## src/hw/rtl/keyed_sequential_list_core_defines.svh

```systemverilog
// Assertion macros for the keyed sequential list core
`ifndef KEYED_SEQUENTIAL_LIST_CORE_DEFINES_SVH
`define KEYED_SEQUENTIAL_LIST_CORE_DEFINES_SVH

// Plain property, checked on every clock outside reset
`define KSLC_ASSERT(lbl, prop, msg) \
    lbl: assert property (@(posedge i_clk) disable iff (!i_rst_n) (prop)) else $error(msg);

// Overlapping implication, checked outside reset
`define KSLC_ASSERT_IMP(lbl, ante, cons, msg) \
    lbl: assert property (@(posedge i_clk) disable iff (!i_rst_n) (ante) |-> (cons)) \
        else $error(msg);

// Next-cycle implication, checked outside reset
`define KSLC_ASSERT_NXT(lbl, ante, cons, msg) \
    lbl: assert property (@(posedge i_clk) disable iff (!i_rst_n) (ante) |=> (cons)) \
        else $error(msg);

`endif

```

## src/hw/rtl/kslc_pkg.sv

```systemverilog
// Shared types and constants of the keyed sequential list core
`default_nettype none
package kslc_pkg;

    localparam int DEPTH  = 64;
    localparam int CNT_W  = $clog2(DEPTH + 1);
    localparam int IDX_W  = $clog2(DEPTH);
    localparam int OP_W   = 2;
    localparam int KEY_W  = 31;
    localparam int AMT_W  = 32;
    localparam int TOT_W  = 44;
    localparam int STAT_W = 2;

    localparam logic [OP_W-1:0] OP_INSERT = 2'd0;
    localparam logic [OP_W-1:0] OP_DELETE = 2'd1;
    localparam logic [OP_W-1:0] OP_LIST   = 2'd2;

    localparam logic [STAT_W-1:0] ST_OK        = 2'd0;
    localparam logic [STAT_W-1:0] ST_FULL      = 2'd1;
    localparam logic [STAT_W-1:0] ST_NOT_FOUND = 2'd2;
    localparam logic [STAT_W-1:0] ST_EMPTY     = 2'd3;

    typedef struct packed {
        logic [OP_W-1:0]  operation;
        logic [KEY_W-1:0] key;
        logic [AMT_W-1:0] amount;
    } t_in_item;

    typedef struct packed {
        logic [STAT_W-1:0] status;
        logic [KEY_W-1:0]  record_key;
        logic [AMT_W-1:0]  record_amount;
        logic [TOT_W-1:0]  total_amount;
        logic [AMT_W-1:0]  mean_amount;
        logic [CNT_W-1:0]  entry_total;
        logic              last;
    } t_out_item;

    typedef struct packed {
        logic ins;
        logic del;
        logic rot;
        logic cmp;
    } t_cell_ctl;

endpackage
`default_nettype wire

```

## src/hw/rtl/kslc_cell.sv

```systemverilog
// One record cell of the list chain: holds a key and an amount
`default_nettype none
module kslc_cell
    import kslc_pkg::*;
(
    input  wire logic             i_clk,
    input  wire t_cell_ctl        i_ctl,
    input  wire logic             i_wr_here,
    input  wire logic             i_wrap_here,
    input  wire logic             i_occ,
    input  wire logic [KEY_W-1:0] i_new_key,
    input  wire logic [AMT_W-1:0] i_new_amt,
    input  wire logic [KEY_W-1:0] i_nb_key,
    input  wire logic [AMT_W-1:0] i_nb_amt,
    input  wire logic [KEY_W-1:0] i_head_key,
    input  wire logic [AMT_W-1:0] i_head_amt,
    input  wire logic             i_seen,
    output logic      [KEY_W-1:0] o_key,
    output logic      [AMT_W-1:0] o_amt,
    output logic                  o_seen
);

    logic [KEY_W-1:0] r_key;
    logic [AMT_W-1:0] r_amt;
    logic             r_match;

    assign o_key  = r_key;
    assign o_amt  = r_amt;
    assign o_seen = i_seen | r_match;

    always_ff @(posedge i_clk) begin
        if (i_ctl.cmp) begin
            r_match <= i_occ && (r_key == i_new_key);
        end
        if (i_ctl.ins && i_wr_here) begin
            r_key <= i_new_key;
            r_amt <= i_new_amt;
        end else if (i_ctl.del && o_seen) begin
            r_key <= i_nb_key;
            r_amt <= i_nb_amt;
        end else if (i_ctl.rot) begin
            if (i_wrap_here) begin
                r_key <= i_head_key;
                r_amt <= i_head_amt;
            end else begin
                r_key <= i_nb_key;
                r_amt <= i_nb_amt;
            end
        end
    end

endmodule
`default_nettype wire

```

## config.mk

```make
export PLATFORM = sky130hd
export DESIGN_NAME = kslc_cell
export DESIGN_NICKNAME = d
export VERILOG_FILES = /design/src/hw/rtl/keyed_sequential_list_core_defines.svh /design/src/hw/rtl/kslc_pkg.sv /design/src/hw/rtl/kslc_cell.sv
export SDC_FILE = /design/constraint.sdc
export NUM_CORES = 1
export LEC_CHECK = 0
export BUFFER_PORTS_ARGS = -buffer_cell sky130_fd_sc_hd__buf_2
export CORE_MARGIN = 1.5
export CORE_UTILIZATION = 35
export DETAILED_ROUTE_END_ITERATION = 8
export PLACE_DENSITY_LB_ADDON = 0.15
export SETUP_SLACK_MARGIN = 0.15
export SYNTH_ARGS = -nofsm -noshare
export SYNTH_HDL_FRONTEND = slang
export SYNTH_SLANG_ARGS = --single-unit
export TNS_END_PERCENT = 5
```

## constraint.sdc

```tcl
create_clock -name i_clk -period 6.3 [get_ports i_clk]
set_input_delay 0.315 -clock i_clk [delete_from_list [all_inputs] [get_ports i_clk]]
set_output_delay 0.315 -clock i_clk [all_outputs]
set_load 0.01 [all_outputs]
```

# --- Word-level counts from Yosys, hierarchy flattened ---
# Cells that the tools add are included.
totals:
  regBits: 64
  inputBits: 198
  wordCells: 17
  output_inout_bits: 64
classes:
  reduce_logical: 4
  eq_ne: 1
  bitwise_logic: 1
  mux: 8
ops:
  columns: ["cell", "n"]
  rows:
  - ["$mux 32", 4]
  - ["$mux 31", 4]
  - ["$eq 31x31->1", 1]
  - ["$logic_and 1x1->1", 3]
  - ["$reduce_bool 3->1", 1]
  - ["$or 1x1->1", 1]

# --- Longest topological paths before layout ---
# Gate-level depths: netlist of run 1.
logic_depth:
  ltp_word: 4
  depth_mapped: 6
  depth_no_buf: 4

# --- Worst setup path after synthesis of run 1 ---
# No wires, ideal clock.
synth_timing:
  path_kind: "input -> register"
  start: "input i_ctl[3] (netlist bit)"
  end: "register r_amt[0] (netlist: o_amt[0]), enable pin"
  slack_ns: 3.225
  path_buffers: 1
  setup_time_ns: 0.837
  t_required_ns: 5.463
  stages: 3
  t_arrival_ns: 2.238
  path_cell_list: "nand2_1 -> clkbuf_1 -> nand3b_1"
synth_via:
  elab_chain_len: 2
synth_lines:
  columns: ["item", "line_no", "rtl"]
  rows:
  - ["start: declaration", "kslc_cell.sv:7", "input wire t_cell_ctl i_ctl,"]
  - ["$logic_and 1x1->1", "kslc_cell.sv:35", "if (i_ctl.ins && i_wr_here) begin"]
  - ["$reduce_bool 3->1 (no line)", null, null]
  - ["end signal: assignment", "kslc_cell.sv:37", "r_amt <= i_new_amt;"]
  - ["end signal: assignment", "kslc_cell.sv:40", "r_amt <= i_nb_amt;"]
  - ["end signal: assignment", "kslc_cell.sv:44", "r_amt <= i_head_amt;"]
  - ["end: declaration", "kslc_cell.sv:24", "logic [AMT_W-1:0] r_amt;"]
# Every way passes these cells.
# A chain may end at the register's enable or synchronous reset.

# --- Final worst setup path of run 1 ---
layout_timing:
  start: "register r_match"
  end: "register r_key[15] (netlist: o_key[15]), enable pin"
layout_via:
  elab_chain_len: 3
layout_lines:
  columns: ["item", "line_no", "rtl"]
  rows:
  - ["start: declaration", "kslc_cell.sv:25", "logic r_match;"]
  - ["start signal: assignment", "kslc_cell.sv:33", "r_match <= i_occ && (r_key == i_new_key);"]
  - ["$or 1x1->1", "kslc_cell.sv:29", "assign o_seen = i_seen | r_match;"]
  - ["$logic_and 1x1->1", "kslc_cell.sv:38", "end else if (i_ctl.del && o_seen) begin"]
  - ["$reduce_bool 3->1 (no line)", null, null]
  - ["end signal: assignment", "kslc_cell.sv:36", "r_key <= i_new_key;"]
  - ["end signal: assignment", "kslc_cell.sv:39", "r_key <= i_nb_key;"]
  - ["end signal: assignment", "kslc_cell.sv:43", "r_key <= i_head_key;"]
  - ["end: declaration", "kslc_cell.sv:23", "logic [KEY_W-1:0] r_key;"]
# Every way passes these cells.

==> results of run 1 <==
cell families (layout without fill, tap and decap cells):
| kind of cell | Yosys count | count (layout) |
|---|---|---|
| AO/OA/AOI/OAI | 64 | 64 |
| buffers and inverters | 26 | 281 |
| flip-flops | 64 | 64 |
| XOR/XNOR | 31 | 31 |
| AND/OR/NAND/NOR | 205 | 205 |
power by group:
part | switching [mW] | internal [mW] | total, mW
sequential | 0.0208 | 0.530 | 0.550
combinational | 0.146 | 0.119 | 0.265
clock | 0.165 | 0.263 | 0.428
layout by cell type (no fill, tap or decap), drive strengths merged:
cell type  Yosys  layout
nor4           7       7
or2            1       1
xor2          24      24
nand2        129     129
edfxtp        64      64
nand4          3       3
clkinv         0       2
buf           17     265
o21ai          1       1
xnor2          7       7
a31oi         63      63
and2           1       1
clkbuf         9       9
nor2          63      63
nand3b         1       1
bufinv         0       3
inv            0       1
clkinvlp       0       1
worst max-delay path, stage by stage, from the launching register on:
cell and delay [ps]:
edfxtp_1 400, o21ai_2 210, nand3b_1 660, buf_4 590
sequential cells by signal (all words and copies together), names as in the netlist:
name,flops
o_key,31
r_match,1
o_amt,32
worst max-delay path by stage:
stage	from	endpoint	slack (ps)	cells past startpoint
after floorplan	i_ctl[3]	o_amt[0]$_DFFE_PP_	3230	3
after global placement	i_wr_here	o_amt[27]$_DFFE_PP_	3780	4
after detailed placement	i_wr_here	o_amt[27]$_DFFE_PP_	3730	4
after CTS	r_match$_DFFE_PP_	o_key[8]$_DFFE_PP_	3980	3
after global routing	r_match$_DFFE_PP_	o_amt[0]$_DFFE_PP_	3900	3
final	r_match$_DFFE_PP_	o_key[15]$_DFFE_PP_	4110	3
per-stage QoR:
stage / hold slack, ps / power [mW] / area, um2 / setup WS (ps) / utilization
after detailed placement: 523 / 0.828 / 4910 / 3730 / 0.500
after floorplan: 427 / 0.693 / 3550 / 3230 / -
after CTS: 161 / 1.26 / 5160 / 3980 / 0.525
after global placement: 516 / 0.824 / 4910 / 3780 / 0.500
after global routing: 156 / 1.31 / 5160 / 3900 / 0.525
final: 176 / 1.24 / 5160 / 4110 / 0.525
area by class of cell:
type | count | area, um2 | area share
repair buffers | 265 | 1340 | 0.259
flip-flops and latches | 64 | 1920 | 0.373
clock buffers | 9 | 124 | 0.0240
clock inverters | 7 | 119 | 0.0231
multi-input cells | 300 | 1490 | 0.289
well taps | 133 | 166 | 0.0323
metal layers:
| layer | up-vias | global-route usage | wire length (um) |
|---|---|---|---|
| li1 | 1862 | - | - |
| met1 | 1684 | 0.244 | 4520 |
| met2 | 176 | 0.366 | 5590 |
| met3 | 14 | 0.0705 | 1020 |
| met4 | 2 | 0.0704 | 169 |
| met5 | - | 0 | 13 |
==> flow_summary_export.csv, run 1 <==
group,metric,value,unit
synth,synth_top_area_share,0.541,
setup_path,crit_required,6330,ps
global_routing,grt_pass1_wl,17700,um
timing,layout_min_cycle_time,2190,ps
setup_path,crit_fanout,45,
hold_path,hold_start,"i_ctl[0]",
finish,drive_gt1_frac,0.442,
timing,hold_viol_final,0,
route,num_vias,3738,
synth,syn_area,3550,um2
global_routing,gr-total-overflow,0,
synth,synthMuxAreaShare,0,
synth,synth-seq-area-share,0.541,
floorplan,fp-row-count,36,
clock_tree,post_cts_buffers,0,
floorplan,num_io_pins,262,
setup_path,r2r_setup_slack,4110,ps
synth,synth-seq-cells,64,
setup_path,rr_worst_depth,3,
floorplan,die_x,104,um
route,post_drt_wl_per_cell,14.5,um
timing,setup_tns,0,ps
route,drt_iter0_markers,154,
synth,syn-num-nets,588,
setup_path,path_class,"flop to flop",
setup_path,arrival,2220,ps
floorplan,start_util,0.362,
global_routing,grt_max_degree,81,
finish,syn_to_final_growth,45.1,%
finish,instances_no_fill,778,
synth,synth_edf_count,64,
global_routing,track_usage,0.211,
global_routing,grt_antenna_before_repair,1,
power_and_ir_drop,p_leak,2.45,nW
hold_path,min_to,"r_match$_DFFE_PP_",
route,finalWirelength,11300,um
power_and_ir_drop,power_density,241,nW/um2
synth,ys_top_cells_by_area,"edfxtp_1, nand2_1, a31oi_1",
finish,nets,838,
synth,synthAdderAreaFrac,0,
synth,yosys.area.top_type,"edfxtp_1",
clock_tree,htreeDepth,3,
status,status,"completed",
flow_run,maxCapViolations,0,
placement,port_buffers,261,
setup_path,r2r_start,"r_match$_DFFE_PP_",
synth,ys.flop_type,"edfxtp_1",
synth,ys_warn_count,0,
clock_tree,cts_root_buffer,"clkbuf_8",
timing,slew_headroom,0.381,
clock_tree,tritoncts,"done",
setup_path,end_kind,"flop",
hold_path,min_path_type,"input port to flop",
clock_tree,clk_latency,340,ps
synth,synth_top_family_by_area,"simple AND/OR/NAND/NOR gates",
route,viasPerCell,4.80,
clock_tree,cts_made_buffers,9,
floorplan,die_area,10800,um2
synth,yosysMostFrequentCell,"nand2_1",
synth,ys_top_cells_by_count,"nand2_1, edfxtp_1, a31oi_1, nor2_1, xor2_1",
setup_path,critPathLaunchType,"flop",
clock_tree,clock-sinks,64,
synth,synth_xor_area_frac,0.0764,
placement,gp_congestion,0.799,
synth,yosys.area_share.simple,0.226,
timing,finalSetupViolations,0,
power_and_ir_drop,vdd_drop_max,0.000123,V
floorplan,dieHeight,104,um
route,ant_nets,0,
clock_tree,holdBufCountCts,0,
synth,synthArstFlopShare,0,
hold_path,hold_path_depth,1,
placement,dp.cells,762,
timing,rsz0062_at_grt,"false",
synth,avgSynthCellArea,9.11,um2
timing,clock.fmax,0.456,GHz
finish,fillers,983,
timing,drv_slew,0,
timing,min_period_over_period,0.348,
global_routing,grt_pass1_vias,3558,
synth,synth_compound_area_frac,0.113,
timing,max_slew.worst_pin.slew,926,ps
finish,diodes,0,
placement,hpwl,8800,um
clock_tree,clock_path_buffers,2,
synth,synthCells,390,
route,drc,0,
route,dr.pass1.iters,5,
floorplan,core,9820,um2
clock_tree,post_cts_resized,0,
clock_tree,clk_pin_slew,70,ps
timing,clock_skew,5.55,ps
synth,yosysUniqueCellTypes,17,
setup_path,r2r-end,"o_key[15]$_DFFE_PP_",
Power figures use the tool's default switching activity.
==> inputs of run 2 (changes only) <==
clock period = 1.95 ns   (was 6.3 ns; I/O delays follow)
==> flow_summary_export.csv, run 2 (synthesis gave the netlist of run 1 again) <==
group,metric,value,unit
global_routing,track_usage,0.209,
setup_path,cpLargestDelayFamily,"compound AO/OA/AOI/OAI gates",
clock_tree,tritoncts,"done",
finish,fin_area,5130,um2
floorplan,die_x,104,um
clock_tree,clk_pin_slew,60,ps
clock_tree,clock-sinks,64,
finish,syn_to_final_growth,44.4,%
timing,slew_headroom,0.651,
global_routing,grt_max_degree,75,
setup_path,end_kind,"flop",
timing,setup_slack,371,ps
power_and_ir_drop,vdd_drop_max,0.000249,V
setup_path,crit_required,2110,ps
power_and_ir_drop,power.total,3.55,mW
placement,preCtsSetupSlack,387,ps
global_routing,grt_pass1_wl,17600,um
clock_tree,cts_made_buffers,9,
route,dr.pass1.iters,4,
clock_tree,clk_latency,330,ps
timing,drv_slew,0,
setup_path,crit_fanout,23,
placement,place_area,4980,um2
route,viasPerCell,4.82,
floorplan,fp-row-count,36,
global_routing,grt_antenna_before_repair,0,
route,drc,0,
power_and_ir_drop,power_density,692,nW/um2
floorplan,start_util,0.362,
timing,clock.fmax,0.633,GHz
finish,layout_common_cells,"buf_2, nand2_1, edfxtp_1, nor2_1, a31oi_1",
power_and_ir_drop,p_leak,2.45,nW
route,post_drt_wl_per_cell,14.6,um
route,drt_iter0_markers,149,
timing,layout_min_cycle_time,1580,ps
setup_path,path_class,"flop to flop",
placement,gp_congestion,0.785,
floorplan,die_area,10800,um2
clock_tree,htreeDepth,3,
floorplan,core,9820,um2
clock_tree,post_cts_buffers,0,
finish,nets,843,
power_and_ir_drop,internal_power,2.54,mW
timing,max_slew.worst_pin.slew,519,ps
hold_path,min_path_type,"input port to flop",
finish,utilization,0.523,
setup_path,crit_buf_inv,1,
power_and_ir_drop,p_switching,1.01,mW
hold_path,hold_path_depth,3,
placement,port_buffers,261,
finish,fillers,987,
power_and_ir_drop,pwr-share-seq,0.500,
finish,diodes,0,
route,finalWirelength,11400,um
finish,final_common_cell,"buf_2",
placement,hpwl,8750,um
setup_path,r2r_setup_slack,370,ps
flow_run,maxCapViolations,0,
power_and_ir_drop,clkPwrFrac,0.252,
setup_path,rr_worst_depth,5,
route,num_vias,3763,
setup_path,slowest_stage,"edfxtp_1",
setup_path,critPathLaunchType,"flop",
setup_path,cp_cell_sequence,"o21ai_2 -> and2_2 -> buf_4 -> nand2_1 -> a31oi_1",
timing,hold_viol_final,0,
clock_tree,clock_path_buffers,2,
setup_path,arrival,1740,ps
finish,largest_reg_flops,32,
setup_path,slowest_delay,410,ps
floorplan,num_io_pins,262,
clock_tree,cts_root_buffer,"clkbuf_8",
power_and_ir_drop,combPwrFrac,0.248,
route,ant_nets,0,
status,status,"completed",
timing,clock_skew,3.35,ps
global_routing,grt_pass1_vias,3560,
setup_path,path_depth,5,
power_and_ir_drop,switching_share,0.284,
timing,min_period_over_period,0.810,
global_routing,gr-total-overflow,0,
timing,rsz0062_at_grt,"false",
floorplan,dieHeight,104,um
timing,finalSetupViolations,0,
finish,drive_gt1_frac,0.439,
==> run 2: changes by cell type in the layout (fill, tap and decap cells not counted) <==
| cell | previous run | this run |
|---|---|---|
| buf_12 | 0 | 3 |
| bufinv_16 | 3 | 0 |
| buf_4 | 4 | 5 |
| clkbuf_1 | 0 | 1 |
| clkinv_1 | 1 | 2 |
| clkinv_2 | 0 | 1 |
| clkinv_4 | 1 | 0 |
| clkinvlp_4 | 1 | 0 |
| dlygate4sd3_1 | 0 | 1 |
| inv_6 | 1 | 0 |
==> run 2: power by group through the flow <==
stage	clock, mW	combinational (mW)	sequential [mW]
detailed placement	0	0.889	1.81
CTS	0.920	0.894	1.78
global route	0.977	0.971	1.79
finish	0.895	0.881	1.77
global placement	0	0.879	1.80
floorplan	0	0.345	1.89
==> run 2: metrics by stage <==
step / std cells / setup TNS, ps / hold WS (ps)
global placement: 766 / 0 / 312
floorplan: 390 / -52220 / 210
global route: 780 / 0 / 107
finish: 780 / 0 / 111
detailed placement: 766 / 0 / 313
CTS: 780 / 0 / 93.5
==> run 2: per-layer routing <==
metal	GRT usage	wire (um)	up-vias	share of wire
met1	0.245	4540	1711	0.40
met2	0.367	5700	176	0.50
met3	0.0648	1040	8	0.091
met4	0.0595	107	0	0.0094
li1	-	-	1868	-
met5	0	0	-	0
==> run 2: final cells by class <==
| type | count | area, um2 | share of cell area |
|---|---|---|---|
| flip-flops and latches | 64 | 1920 | 0.375 |
| well taps | 133 | 166 | 0.0324 |
| multi-input cells | 300 | 1490 | 0.290 |
| clock buffers | 10 | 128 | 0.0249 |
| clock inverters | 3 | 12.5 | 0.00244 |
| repair buffers | 270 | 1410 | 0.276 |
==> run 2: path summary, 6_finish.rpt <==
check | from | endpoint
setup / recovery | r_match$_DFFE_PP_ | o_amt[10]$_DFFE_PP_
hold reg to reg | o_key[16]$_DFFE_PP_ | r_match$_DFFE_PP_
hold / removal | i_new_amt[16] | o_amt[16]$_DFFE_PP_
setup reg to reg | r_match$_DFFE_PP_ | o_amt[10]$_DFFE_PP_
==> run 2: tightest hold or removal path: stages <==
cell     delay, ps
buf_2           70
nor2_1          30
a31oi_1        120
==> run 2: what timing repair did <==
action	4_1_cts	5_1_grt
endpoints found under the hold margin	1	0
hold buffers	1	0
gates resized for setup	0	0
