===== config.mk =====
export PLATFORM = sky130hd
export DESIGN_NAME = kslc_div
export DESIGN_NICKNAME = d
export VERILOG_FILES = /design/src/hw/rtl/keyed_sequential_list_core_defines.svh /design/src/hw/rtl/kslc_pkg.sv /design/src/hw/rtl/kslc_div.sv
export SDC_FILE = /design/constraint.sdc
export NUM_CORES = 1
export LEC_CHECK = 0
export BUFFER_PORTS_ARGS = -buffer_cell sky130_fd_sc_hd__buf_2
export CORE_UTILIZATION = 30
export DETAILED_ROUTE_END_ITERATION = 8
export PLACE_DENSITY = 0.54
export SLEW_MARGIN = 20
export SYNTH_ARGS = -nofsm -noshare
export SYNTH_HDL_FRONTEND = slang
export SYNTH_SLANG_ARGS = --single-unit

===== constraint.sdc =====
create_clock -name i_clk -period 4.3 [get_ports i_clk]
set_clock_uncertainty 0.1 [all_clocks]
set_input_delay 0.215 -clock i_clk [delete_from_list [all_inputs] [get_ports i_clk]]
set_output_delay 0.215 -clock i_clk [all_outputs]
set_load 0.01 [all_outputs]

===== src/hw/rtl/keyed_sequential_list_core_defines.svh =====
// Assertion macros for the keyed sequential list core
`ifndef KEYED_SEQUENTIAL_LIST_CORE_DEFINES_SVH
`define KEYED_SEQUENTIAL_LIST_CORE_DEFINES_SVH

// Plain property, checked on every clock outside reset
`define KSLC_ASSERT(lbl, prop, msg) \
    lbl: assert property (@(posedge i_clk) disable iff (!i_rst_n) (prop)) else $error(msg);

// Overlapping implication, checked outside reset
`define KSLC_ASSERT_IMP(lbl, ante, cons, msg) \
    lbl: assert property (@(posedge i_clk) disable iff (!i_rst_n) (ante) |-> (cons)) \
        else $error(msg);

// Next-cycle implication, checked outside reset
`define KSLC_ASSERT_NXT(lbl, ante, cons, msg) \
    lbl: assert property (@(posedge i_clk) disable iff (!i_rst_n) (ante) |=> (cons)) \
        else $error(msg);

`endif


===== src/hw/rtl/kslc_pkg.sv =====
// Shared types and constants of the keyed sequential list core
`default_nettype none
package kslc_pkg;

    localparam int DEPTH  = 64;
    localparam int CNT_W  = $clog2(DEPTH + 1);
    localparam int IDX_W  = $clog2(DEPTH);
    localparam int OP_W   = 2;
    localparam int KEY_W  = 31;
    localparam int AMT_W  = 32;
    localparam int TOT_W  = 44;
    localparam int STAT_W = 2;

    localparam logic [OP_W-1:0] OP_INSERT = 2'd0;
    localparam logic [OP_W-1:0] OP_DELETE = 2'd1;
    localparam logic [OP_W-1:0] OP_LIST   = 2'd2;

    localparam logic [STAT_W-1:0] ST_OK        = 2'd0;
    localparam logic [STAT_W-1:0] ST_FULL      = 2'd1;
    localparam logic [STAT_W-1:0] ST_NOT_FOUND = 2'd2;
    localparam logic [STAT_W-1:0] ST_EMPTY     = 2'd3;

    typedef struct packed {
        logic [OP_W-1:0]  operation;
        logic [KEY_W-1:0] key;
        logic [AMT_W-1:0] amount;
    } t_in_item;

    typedef struct packed {
        logic [STAT_W-1:0] status;
        logic [KEY_W-1:0]  record_key;
        logic [AMT_W-1:0]  record_amount;
        logic [TOT_W-1:0]  total_amount;
        logic [AMT_W-1:0]  mean_amount;
        logic [CNT_W-1:0]  entry_total;
        logic              last;
    } t_out_item;

    typedef struct packed {
        logic ins;
        logic del;
        logic rot;
        logic cmp;
    } t_cell_ctl;

endpackage
`default_nettype wire


===== src/hw/rtl/kslc_div.sv =====
// Bit-serial restoring divider for the mean of the listed amounts
`default_nettype none
module kslc_div
    import kslc_pkg::*;
(
    input  wire logic             i_clk,
    input  wire logic             i_rst_n,
    input  wire logic             i_start,
    input  wire logic [TOT_W-1:0] i_dividend,
    input  wire logic [CNT_W-1:0] i_divisor,
    output logic                  o_done,
    output logic      [AMT_W-1:0] o_quotient
);

    localparam int STEP_W = $clog2(TOT_W);

    logic              r_busy;
    logic              r_done;
    logic [STEP_W-1:0] r_step;
    logic [CNT_W-1:0]  r_div;
    logic [CNT_W-1:0]  r_rem;
    logic [TOT_W-1:0]  r_quo;
    logic [CNT_W:0]    w_rem_sh;
    logic              w_ge;
    logic [CNT_W:0]    w_rem_sub;

    assign w_rem_sh   = {r_rem, r_quo[TOT_W-1]};
    assign w_ge       = (w_rem_sh >= {1'b0, r_div});
    assign w_rem_sub  = w_rem_sh - {1'b0, r_div};
    assign o_done     = r_done;
    assign o_quotient = r_quo[AMT_W-1:0];

    always_ff @(posedge i_clk) begin
        if (!i_rst_n) begin
            r_busy <= 1'b0;
            r_done <= 1'b0;
            r_step <= '0;
        end else begin
            r_done <= 1'b0;
            if (i_start) begin
                r_busy <= 1'b1;
                r_step <= '0;
            end else if (r_busy) begin
                r_step <= r_step + STEP_W'(1);
                if (r_step == STEP_W'(TOT_W - 1)) begin
                    r_busy <= 1'b0;
                    r_done <= 1'b1;
                end
            end
        end
    end

    always_ff @(posedge i_clk) begin
        if (i_start) begin
            r_div <= i_divisor;
            r_rem <= '0;
            r_quo <= i_dividend;
        end else if (r_busy) begin
            r_rem <= w_ge ? w_rem_sub[CNT_W-1:0] : w_rem_sh[CNT_W-1:0];
            r_quo <= {r_quo[TOT_W-2:0], w_ge};
        end
    end

endmodule
`default_nettype wire


# Yosys cells after proc, flatten, opt, wreduce, memory -nomap -nowiden
# Cells that the tools add are included.
# classes
n_addsub	2
magnitude_cmp	1
n_eq_ne	1
muxes	7
bitwise	2
reduce_logical	3
# op_table
operator	count
2-to-1 mux 44 bit	2
>= comparator 8 x 7 -> 1 bit	1
2-to-1 mux 7 bit	1
subtractor 7 bit	1
adder 6 x 1 -> 6 bit (second input constant)	1
equality test 6 bit (second input constant)	1
2-to-1 mux 1 bit	4
OR reduction 3 bit	1
NOT 1 bit	2
nonzero test 2 bit	1
OR reduction 2 bit	1
# word_totals
regBits	66
out_inout_bits	33

# Depth between registers and ports, before layout
# Gate-level depths: netlist (run 1).
# depth
depth_word	4
depth_mapped	9
ltp_nobuf	7

# Worst setup path before layout (run 1)
# No wires, ideal clock.
# synth_path
path_type	register to register
startpoint	register r_div[0]
endpoint	register r_rem[0]
arrival_ns	2.059
required_ns	4.112
setup_slack_ns	2.053
stages_incl_launch_ff	9
path_buffers	2
path_cell_list	edfxtp_1 ha_1 fa_1 nand2b_1 a211o_1 buf_6 and3_1 buf_6 a311oi_2
# synth_between
elab_chain_cells	2
word_cells_on_any_way	3
classes_between	1 x add/sub; 1 x order compare; 1 x mux
# synth_rtl
element	line_no	source
from (decl)	kslc_div.sv:20	logic [CNT_W-1:0] r_div;
from (signal assigned)	kslc_div.sv:55	r_div <= i_divisor;
subtractor 7 bit / >= comparator 8 x 7 -> 1 bit (equally long branches)	kslc_div.sv:29, kslc_div.sv:28	
2-to-1 mux 7 bit (*)	kslc_div.sv:59	r_rem <= w_ge ? w_rem_sub[CNT_W-1:0] : w_rem_sh[CNT_W-1:0];
to (signal assigned)	kslc_div.sv:59	
to (decl)	kslc_div.sv:21	logic [CNT_W-1:0] r_rem;
# Mark *: on every way between the ends. The rest lies on a longest branch, timed or not.
# A chain may end at the register's enable or synchronous reset.

# Worst setup path after layout (run 1)
# layout_path
startpoint	register r_div[0]
endpoint	register r_rem[2]
# The elaborated chain is that of the path after synthesis.

==> results of run 1 <==
==> per-stage QoR <==
stage	hold slack [ns]	worst slack (ns)	utilization (%)	area [sq um]
2_1_floorplan	0.214	2.05	-	3440
3_3_place_gp	0.293	1.97	34.1	3760
3_5_place_dp	0.295	1.95	34.1	3760
4_1_cts	0.0184	1.93	37.3	4120
5_1_grt	0.0562	1.84	37.3	4120
6_report	0.0290	1.93	37.3	4120
==> sequential cells by signal, summed over array words and instances (netlist names) <==
name / flops
r_rem: 7
r_div: 7
r_busy: 1
r_step: 6
o_done: 1
r_quo: 44
==> per-layer routing <==
metal	vias up	part of all wire (%)
met3	4	8.3
met1	1019	43
met4	0	0.75
li1	1085	-
met5	-	0
met2	65	48
==> how the worst max path moves through the flow <==
stage | from | end | slack (ns) | cells past startpoint
2_1_floorplan | r_div[0]$_DFFE_PP_ | r_rem[0]$_SDFFE_PP0P_ | 2.05 | 8
3_3_place_gp | r_div[0]$_DFFE_PP_ | r_rem[2]$_SDFFE_PP0P_ | 1.97 | 6
3_5_place_dp | r_div[0]$_DFFE_PP_ | r_rem[2]$_SDFFE_PP0P_ | 1.95 | 6
4_1_cts | r_div[0]$_DFFE_PP_ | r_rem[2]$_SDFFE_PP0P_ | 1.93 | 6
5_1_grt | r_quo[43]$_DFFE_PP_ | r_rem[0]$_SDFFE_PP0P_ | 1.84 | 7
6_report | r_div[0]$_DFFE_PP_ | r_rem[2]$_SDFFE_PP0P_ | 1.93 | 6
==> power breakdown <==
part	switching [mW]	leakage, nW	internal, mW
registers	0.0248	0.633	0.757
clock network	0.256	0.144	0.444
logic	0.121	0.885	0.119
==> timing repair <==
item                      4_1_cts  5_1_grt
hold buffers                    7        0
hold endpoints to repair        7        0
gates resized for setup         0        0
==> cells in the mapped netlist, drive strengths merged, types with 2 or more instances <==
cell | instances | area (sq um)
o21a | 2 | 15.0
a21oi | 3 | 15.0
xnor2 | 4 | 35.0
mux2 | 43 | 484
nand2b | 3 | 18.8
clkbuf | 8 | 30.0
nand4 | 4 | 25.0
dfxtp | 15 | 300
mux2i | 2 | 20.0
inv | 13 | 48.8
buf | 36 | 275
ha | 8 | 100
o31ai | 2 | 25.0
xor2 | 3 | 26.3
o21ai | 5 | 25.0
nand2 | 9 | 33.8
nor2 | 11 | 41.3
or2 | 4 | 25.0
nor3b | 6 | 45.0
edfxtp | 51 | 1530
or3 | 2 | 12.5
o21bai | 2 | 15.0
a41oi | 4 | 35.0
nor3 | 4 | 20.0
a211oi | 3 | 35.0
a311oi | 3 | 38.8
nor2b | 5 | 31.3
==> kinds of logic (layout without fill, tap and decap cells) <==
group,Yosys count,count (layout),synth area share [%]
flip-flops,66,66,53.2
buffers and inverters,57,124,10.3
AND/OR/NAND/NOR,51,51,8.10
multiplexers,45,45,14.6
AO/OA/AOI/OAI,34,34,8.54
adder cells (fa/ha/maj),9,9,3.49
XOR/XNOR,7,7,1.78
==> layout make-up <==
cell class / instances / area (sq um) / share of cell area [%]
tap: 140 / 175 / 4.26
inverter: 13 / 48.8 / 1.19
clock inverter: 6 / 57.6 / 1.40
multi-input combinational: 146 / 1260 / 30.6
clock buffer: 10 / 229 / 5.56
sequential: 66 / 1830 / 44.5
timing repair buffer: 95 / 515 / 12.5
==> flow_summary.ini, run 1 <==
[timing]
max_freq_ghz = 0.422
finalSetupViolations = 0
rsz0062_at_grt = no
tightest_slew_ns = 1.01
fin_setup_tns_ns = 0
drv_slew = 0
min_period_ns = 2.37
slew_headroom_pct = 32.7
hold_violations = 0
fin_crit_sh_pct = 55.1

[setup_path]
reg2reg_from = r_div[0]$_DFFE_PP_
required_ns = 4.43
worstPathCellList = ha_1, fa_1, nand2b_1, a211o_1, and3_1, a311oi_2
max_stage_delay_ns = 0.42
worstPathMaxFanout = 9
path_class = reg -> reg
r2r_slack_ns = 1.93
cp.arrival_ns = 2.50
end_kind = register
cp-start-kind = register
rr_endpoint = r_rem[2]$_SDFFE_PP0P_
path_delay_family = adder cells
cp.buffers_inverters = 0
crit_slowest_cell = fa_1
ff2ff_path_depth = 6

[grt]
grt_use_met2_pct = 18.4
gr-usage-met1_pct = 14.1
grt_pass1_wl_um = 10600
antenna_found_initial = 0
overflow = 0
use_met3_pct = 4.84
grt_pass1_vias = 2218
grtUsageTotal_pct = 11.6
grt_max_degree = 45
grt-busiest-layer = met2

[clock_network]
clock_path_buffers = 2
numCtsBuffers = 9
htreeDepth = 3
clk_latency_ns = 0.32
cts_setup_buffers = 0
root_buffer = clkbuf_16
cts_tree = done
clock-sinks = 66
clkTransAtPathRegs_ns = 0.05

[die]
start_util_pct = 31.2
die-height_um = 109
die-area_sq_um = 11900
io_pins = 87
die_w_um = 109
core-area_sq_um = 11000
rows = 38

[synthesis]
syn_nets = 332
synthCells = 269
synth_edf_count = 51
ys_ff_latch = 66
yosysWarnings = 0
syn-cell-area_sq_um = 3440
synth_async_sr_flop_share_pct = 0
synthFlopType = edfxtp_1
syn_area_per_cell_sq_um = 12.8
yosysSeqAreaShare_pct = 53.2
synth.distinct_cells = 46

[min_path]
hold_class = in -> reg
whs_endpoint = r_busy$_SDFF_PN0_
hold_start = i_rst_n
hold_depth = 2

[pwr]
ir_worst_vdd_mv = 0.180
p_leak_nw = 1.66
p_per_area_nw_per_um2 = 418
p_total_mw = 1.72

[routing]
vias_per_cell = 4.57
ant_nets = 0
drc = 0
firstDrtPassIters = 4
wl_per_cell_um = 13.4
drt_wl_total_um = 6390
first_iter_violations = 124
vias = 2173

[cells_and_area]
area_delta_synth_final_pct = 19.5
instances_no_fill = 476
layout.nets = 394
final_common_cell = buf_2
final_cell_mix = 86 x buf_2, 51 x edfxtp_1, 43 x mux2_2, 15 x dfxtp_1, 13 x inv_1
num_antenna_cells = 0
final.fill_count = 1097
drive_gt1_share_pct = 46.1

[placement]
place.gp.congestion = 0.718
io_buffers = 86
dp_hpwl_um = 4480
placed_cells = 453

[run_status]
status = finished clean

[job]
cap_violations = 0
(Power assumes the default switching activity.)
==> inputs of run 2 (changes only) <==
- clock period: 4.3 -> 2.2 ns (I/O delays scaled with it)
==> flow_summary.ini, run 2 (synthesized netlist as in run 1, its figures left out) <==
[timing]
max_freq_ghz = 0.470
hold_violations = 0
rsz0062_at_grt = no
worst_slack_ns = 0.0703
fin_setup_tns_ns = 0
fin_crit_sh_pct = 96.8
drv_slew = 0
slew_headroom_pct = 76.2
finalSetupViolations = 0
min_period_ns = 2.13
tightest_slew_ns = 0.357

[cells_and_area]
final_cell_mix = 86 x buf_2, 51 x edfxtp_1, 50 x dlygate4sd3_1, 43 x mux2_2, 15 x dfxtp_1
layout.nets = 443
area_delta_synth_final_pct = 35.9
largestRegisters = r_quo (44), r_div (7), r_rem (7)
final_common_cell = buf_2
largest_register = r_quo
largest_reg_flops = 44
drive_gt1_share_pct = 43.1
final_core_util_pct = 42.4
num_antenna_cells = 0

[die]
die_w_um = 109
io_pins = 87
start_util_pct = 31.2
die-area_sq_um = 11900
die-height_um = 109
core-area_sq_um = 11000
rows = 38

[setup_path]
cp-start-kind = register
max_stage_delay_ns = 0.37
crit_slowest_cell = edfxtp_1
worstPathMaxFanout = 6
required_ns = 2.35
path_class = reg -> reg
cp.arrival_ns = 2.28
end_kind = register
worstPathCellList = ha_2, fa_2, nand2b_4, a211o_1, buf_6, a31o_2, o21ai_0

[routing]
drc = 0
wl_met2_um = 3570
vias = 2362
dr_wl_met3_um = 301
wl_per_cell_um = 13.5
highest_layer = met4
wl_met1_um = 3050
firstDrtPassIters = 4
vias_per_cell = 4.50
first_iter_violations = 101
ant_nets = 0
drt_wl_total_um = 7090

[placement]
place.gp.congestion = 0.749
place_ws_ns = 0.0183
dp_hpwl_um = 4650
io_buffers = 86

[job]
cap_violations = 0

[clock_network]
cts_setup_buffers = 0
clk_latency_ns = 0.32
root_buffer = clkbuf_16
htreeDepth = 3
clock-sinks = 66
cts_tree = done
clkTransAtPathRegs_ns = 0.05
clock_path_buffers = 2
numCtsBuffers = 9

[grt]
antenna_found_initial = 0
grtUsageTotal_pct = 12.9
grt_pass1_wl_um = 11700
grt_pass1_vias = 2499
overflow = 0
grt_max_degree = 41

[pwr]
switching_share_pct = 22.1
p_leak_nw = 1.90
ir_worst_vdd_mv = 0.527
intPower_mw = 2.87
p_per_area_nw_per_um2 = 788
power.switching_mw = 0.813
power_frac_seq_pct = 41.6
clock_power_share_pct = 43.3
p_comb_share_pct = 15.1

[min_path]
hold_class = in -> reg

[run_status]
status = finished clean
-- run 2: timing repair --
action / CTS / global route
setup endpoints to repair: 3 / 6
hold endpoints to repair: 50 / 0
hold buffers: 50 / 0
resized for setup: 2 / 5
pin swaps: 0 / 1
-- run 2: through the flow --
| step | power, mW | hold WS, ns | cells | area, sq um |
|---|---|---|---|---|
| after floorplan | 1.93 | 0.109 | 269 | 3450 |
| after global placement | 2.03 | 0.187 | 459 | 3820 |
| after detailed placement | 2.03 | 0.191 | 459 | 3820 |
| after CTS | 3.72 | 0.00299 | 525 | 4660 |
| after global routing | 3.84 | 0.0129 | 525 | 4680 |
| final | 3.69 | 0.00587 | 525 | 4680 |
-- run 2: layout make-up --
| type | count | area [sq um] |
|---|---|---|
| Clock buffer | 9 | 225 |
| Fill cell | 1044 | 6350 |
| Clock inverter | 7 | 108 |
| Multi-Input combinational cell | 146 | 1280 |
| Sequential cell | 66 | 1830 |
| Timing Repair Buffer | 144 | 1010 |
| Tap cell | 140 | 175 |
| Inverter | 13 | 48.8 |
-- run 2: power by group through the flow --
stage	Sequential, mW	Combinational [mW]	Clock [mW]
floorplan	1.54	0.391	0
global placement	1.55	0.473	0
detailed placement	1.56	0.476	0
CTS	1.53	0.551	1.64
global route	1.55	0.613	1.68
finish	1.53	0.558	1.60
-- run 2: final timing paths --
kind	startpoint	end	slack, ns	cells after the start
max reg2reg	r_div[0]$_DFFE_PP_	r_rem[5]$_SDFFE_PP0P_	0.07	7
min	i_dividend[39]	r_quo[39]$_DFFE_PP_	0.006	2
min reg2reg	r_step[5]$_SDFFE_PP0P_	o_done$_SDFF_PP0_	0.38	2
max	r_div[0]$_DFFE_PP_	r_rem[5]$_SDFFE_PP0P_	0.07	7
-- run 2: routing by layer --
| layer | GRT usage [%] | up-vias |
|---|---|---|
| met5 | 0 | - |
| met4 | 6.66 | 0 |
| met3 | 2.45 | 13 |
| met2 | 21.7 | 69 |
| met1 | 15.5 | 1101 |
| li1 | - | 1179 |
-- run 2: critical path, delay by kind of cell, from the launching register on --
family	cells	cell delay [ns]
compound gates	3	0.72
fa+ha+maj	2	0.56
buf+inv	1	0.15
flops	1	0.37
simple gates	1	0.16
==> inputs of run 3 (changes only) <==
- CORE_ASPECT_RATIO: default -> 1.25
==> flow_summary.ini, run 3 (synthesized netlist as in run 1, its figures left out) <==
[run_status]
status = finished with violations
violations = DRC

[cells_and_area]
area_delta_synth_final_pct = 33.7
num_antenna_cells = 0
largestRegisters = r_quo (44), r_div (7), r_rem (7)
layout.nets = 444
instances_no_fill = 521
final_cell_mix = 86 x buf_2, 51 x edfxtp_1, 48 x dlygate4sd3_1, 43 x mux2_2, 15 x dfxtp_1
largest_reg_flops = 44
final_core_util_pct = 41.3
drive_gt1_share_pct = 43.5
final_common_cell = buf_2
largest_register = r_quo

[setup_path]
r2r_slack_ns = 0.08
reg2reg_from = r_quo[43]$_DFFE_PP_
required_ns = 2.31
worstPathCellList = inv_1, ha_2, fa_2, nand2b_4, a211o_1, buf_4, a41oi_1, o31ai_2
rr_endpoint = r_rem[3]$_SDFFE_PP0P_
crit_slowest_cell = fa_2
worstSetupStartpoint = r_quo[43]$_DFFE_PP_
end_kind = register
cp.buffers_inverters = 2
cp-start-kind = register
worstPathMaxFanout = 6
max_stage_delay_ns = 0.34
path_depth = 8
ff2ff_path_depth = 8
path_delay_family = compound AO/OA/AOI/OAI gates
cp.arrival_ns = 2.23
path_class = reg -> reg
setup.worst_path.end = r_rem[3]$_SDFFE_PP0P_

[placement]
io_buffers = 86
placed_cells = 456
dp_hpwl_um = 4860
place.gp.congestion = 0.753

[timing]
finalSetupViolations = 0
max_freq_ghz = 0.471
min_period_ns = 2.12
drv_slew = 0
slew_headroom_pct = 68.2
hold_violations = 0
fin_crit_sh_pct = 96.5
fin_setup_tns_ns = 0
tightest_slew_ns = 0.476
rsz0062_at_grt = no

[routing]
firstDrtPassIters = 6
wl_per_cell_um = 14.1
first_iter_violations = 97
drt_wl_total_um = 7340
vias = 2451
ant_nets = 0
vias_per_cell = 4.70
drc = 2

[die]
die-height_um = 122
die_w_um = 97.8
rows = 43
start_util_pct = 30.9
die-area_sq_um = 11900
core-area_sq_um = 11100
io_pins = 87

[clock_network]
clkTransAtPathRegs_ns = 0.05
clk_latency_ns = 0.33
htreeDepth = 3
numCtsBuffers = 9
root_buffer = clkbuf_16
clock-sinks = 66
clock_path_buffers = 2
cts_tree = done

[grt]
overflow = 0
grtUsageTotal_pct = 12.7
grt_pass1_vias = 2424
grt_pass1_wl_um = 11600
antenna_found_initial = 0
grt_max_degree = 38

[pwr]
p_comb_share_pct = 16.1
p_total_mw = 3.46
p_per_area_nw_per_um2 = 752
power.switching_mw = 0.828
clock_power_share_pct = 39.6
switching_share_pct = 23.9
intPower_mw = 2.63
power_frac_seq_pct = 44.3
p_leak_nw = 1.88
ir_worst_vdd_mv = 0.374

[min_path]
hold_class = in -> reg
hold_start = i_dividend[36]

[job]
cap_violations = 0
run 3: changes by cell type in the layout (fill, tap and decap cells not counted), moves of 2 or more:
| cell | before | now |
|---|---|---|
| clkbuf_1 | 0 | 2 |
| clkbuf_8 | 0 | 3 |
| buf_4 | 6 | 11 |
| bufinv_16 | 3 | 0 |
| clkinv_1 | 2 | 0 |
| dlygate4sd3_1 | 50 | 48 |
run 3: worst reg2reg max path, cell delays in order (launching register included):
cell and delay [ns]:
edfxtp_1 0.32, inv_1 0.06, ha_2 0.19, fa_2 0.34, nand2b_4 0.15, a211o_1 0.34
buf_4 0.18, a41oi_1 0.24, o31ai_2 0.09
run 3: through the flow:
step / hold slack [ns] / worst slack [ns] / area [sq um]
6_report: 0.0177 / 0.0773 / 4600
5_1_grt: 0.0199 / 0.00607 / 4600
4_1_cts: 0.0117 / 0.0106 / 4580
3_5_place_dp: 0.189 / 0.0268 / 3820
3_3_place_gp: 0.187 / 0.0639 / 3820
2_1_floorplan: 0.109 / 0.00924 / 3450
run 3: area by class of cell:
class,instances,area [sq um]
clock buffer,14,274
fill,1036,6530
tap,135,169
inverter,13,48.8
timing repair buffer,145,993
sequential,66,1830
multi-input combinational,146,1280
clock inverter,2,11.3
run 3: how the worst min path moves through the flow:
stage	to	slack, ns	depth (start not counted)
floorplan	r_div[0]$_DFFE_PP_	0.11	0
CTS	r_quo[36]$_DFFE_PP_	0.01	2
detailed placement	r_div[6]$_DFFE_PP_	0.19	1
global route	r_quo[36]$_DFFE_PP_	0.02	2
finish	r_quo[36]$_DFFE_PP_	0.02	2
global placement	r_div[4]$_DFFE_PP_	0.19	1
run 3: repair_timing:
action                                  in CTS  in global routing
hold buffers                                48                  0
endpoints found under the setup margin       0                  8
setup buffers                                0                  1
hold endpoints to repair                    48                  0
resized for setup                            0                  6
run 3: metal layers:
metal  share of wire [%]  GRT usage [%]
met5                   0              0
met4                 1.9           6.53
met3                 5.1           3.04
met2                  50           21.3
met1                  43           15.2
run 3: power groups by stage:
stage | clock, mW | sequential, mW | combinational [mW]
3_3_place_gp | 0 | 1.56 | 0.477
4_1_cts | 1.41 | 1.54 | 0.550
2_1_floorplan | 0 | 1.54 | 0.391
3_5_place_dp | 0 | 1.56 | 0.483
5_1_grt | 1.46 | 1.55 | 0.607
6_report | 1.37 | 1.53 | 0.556
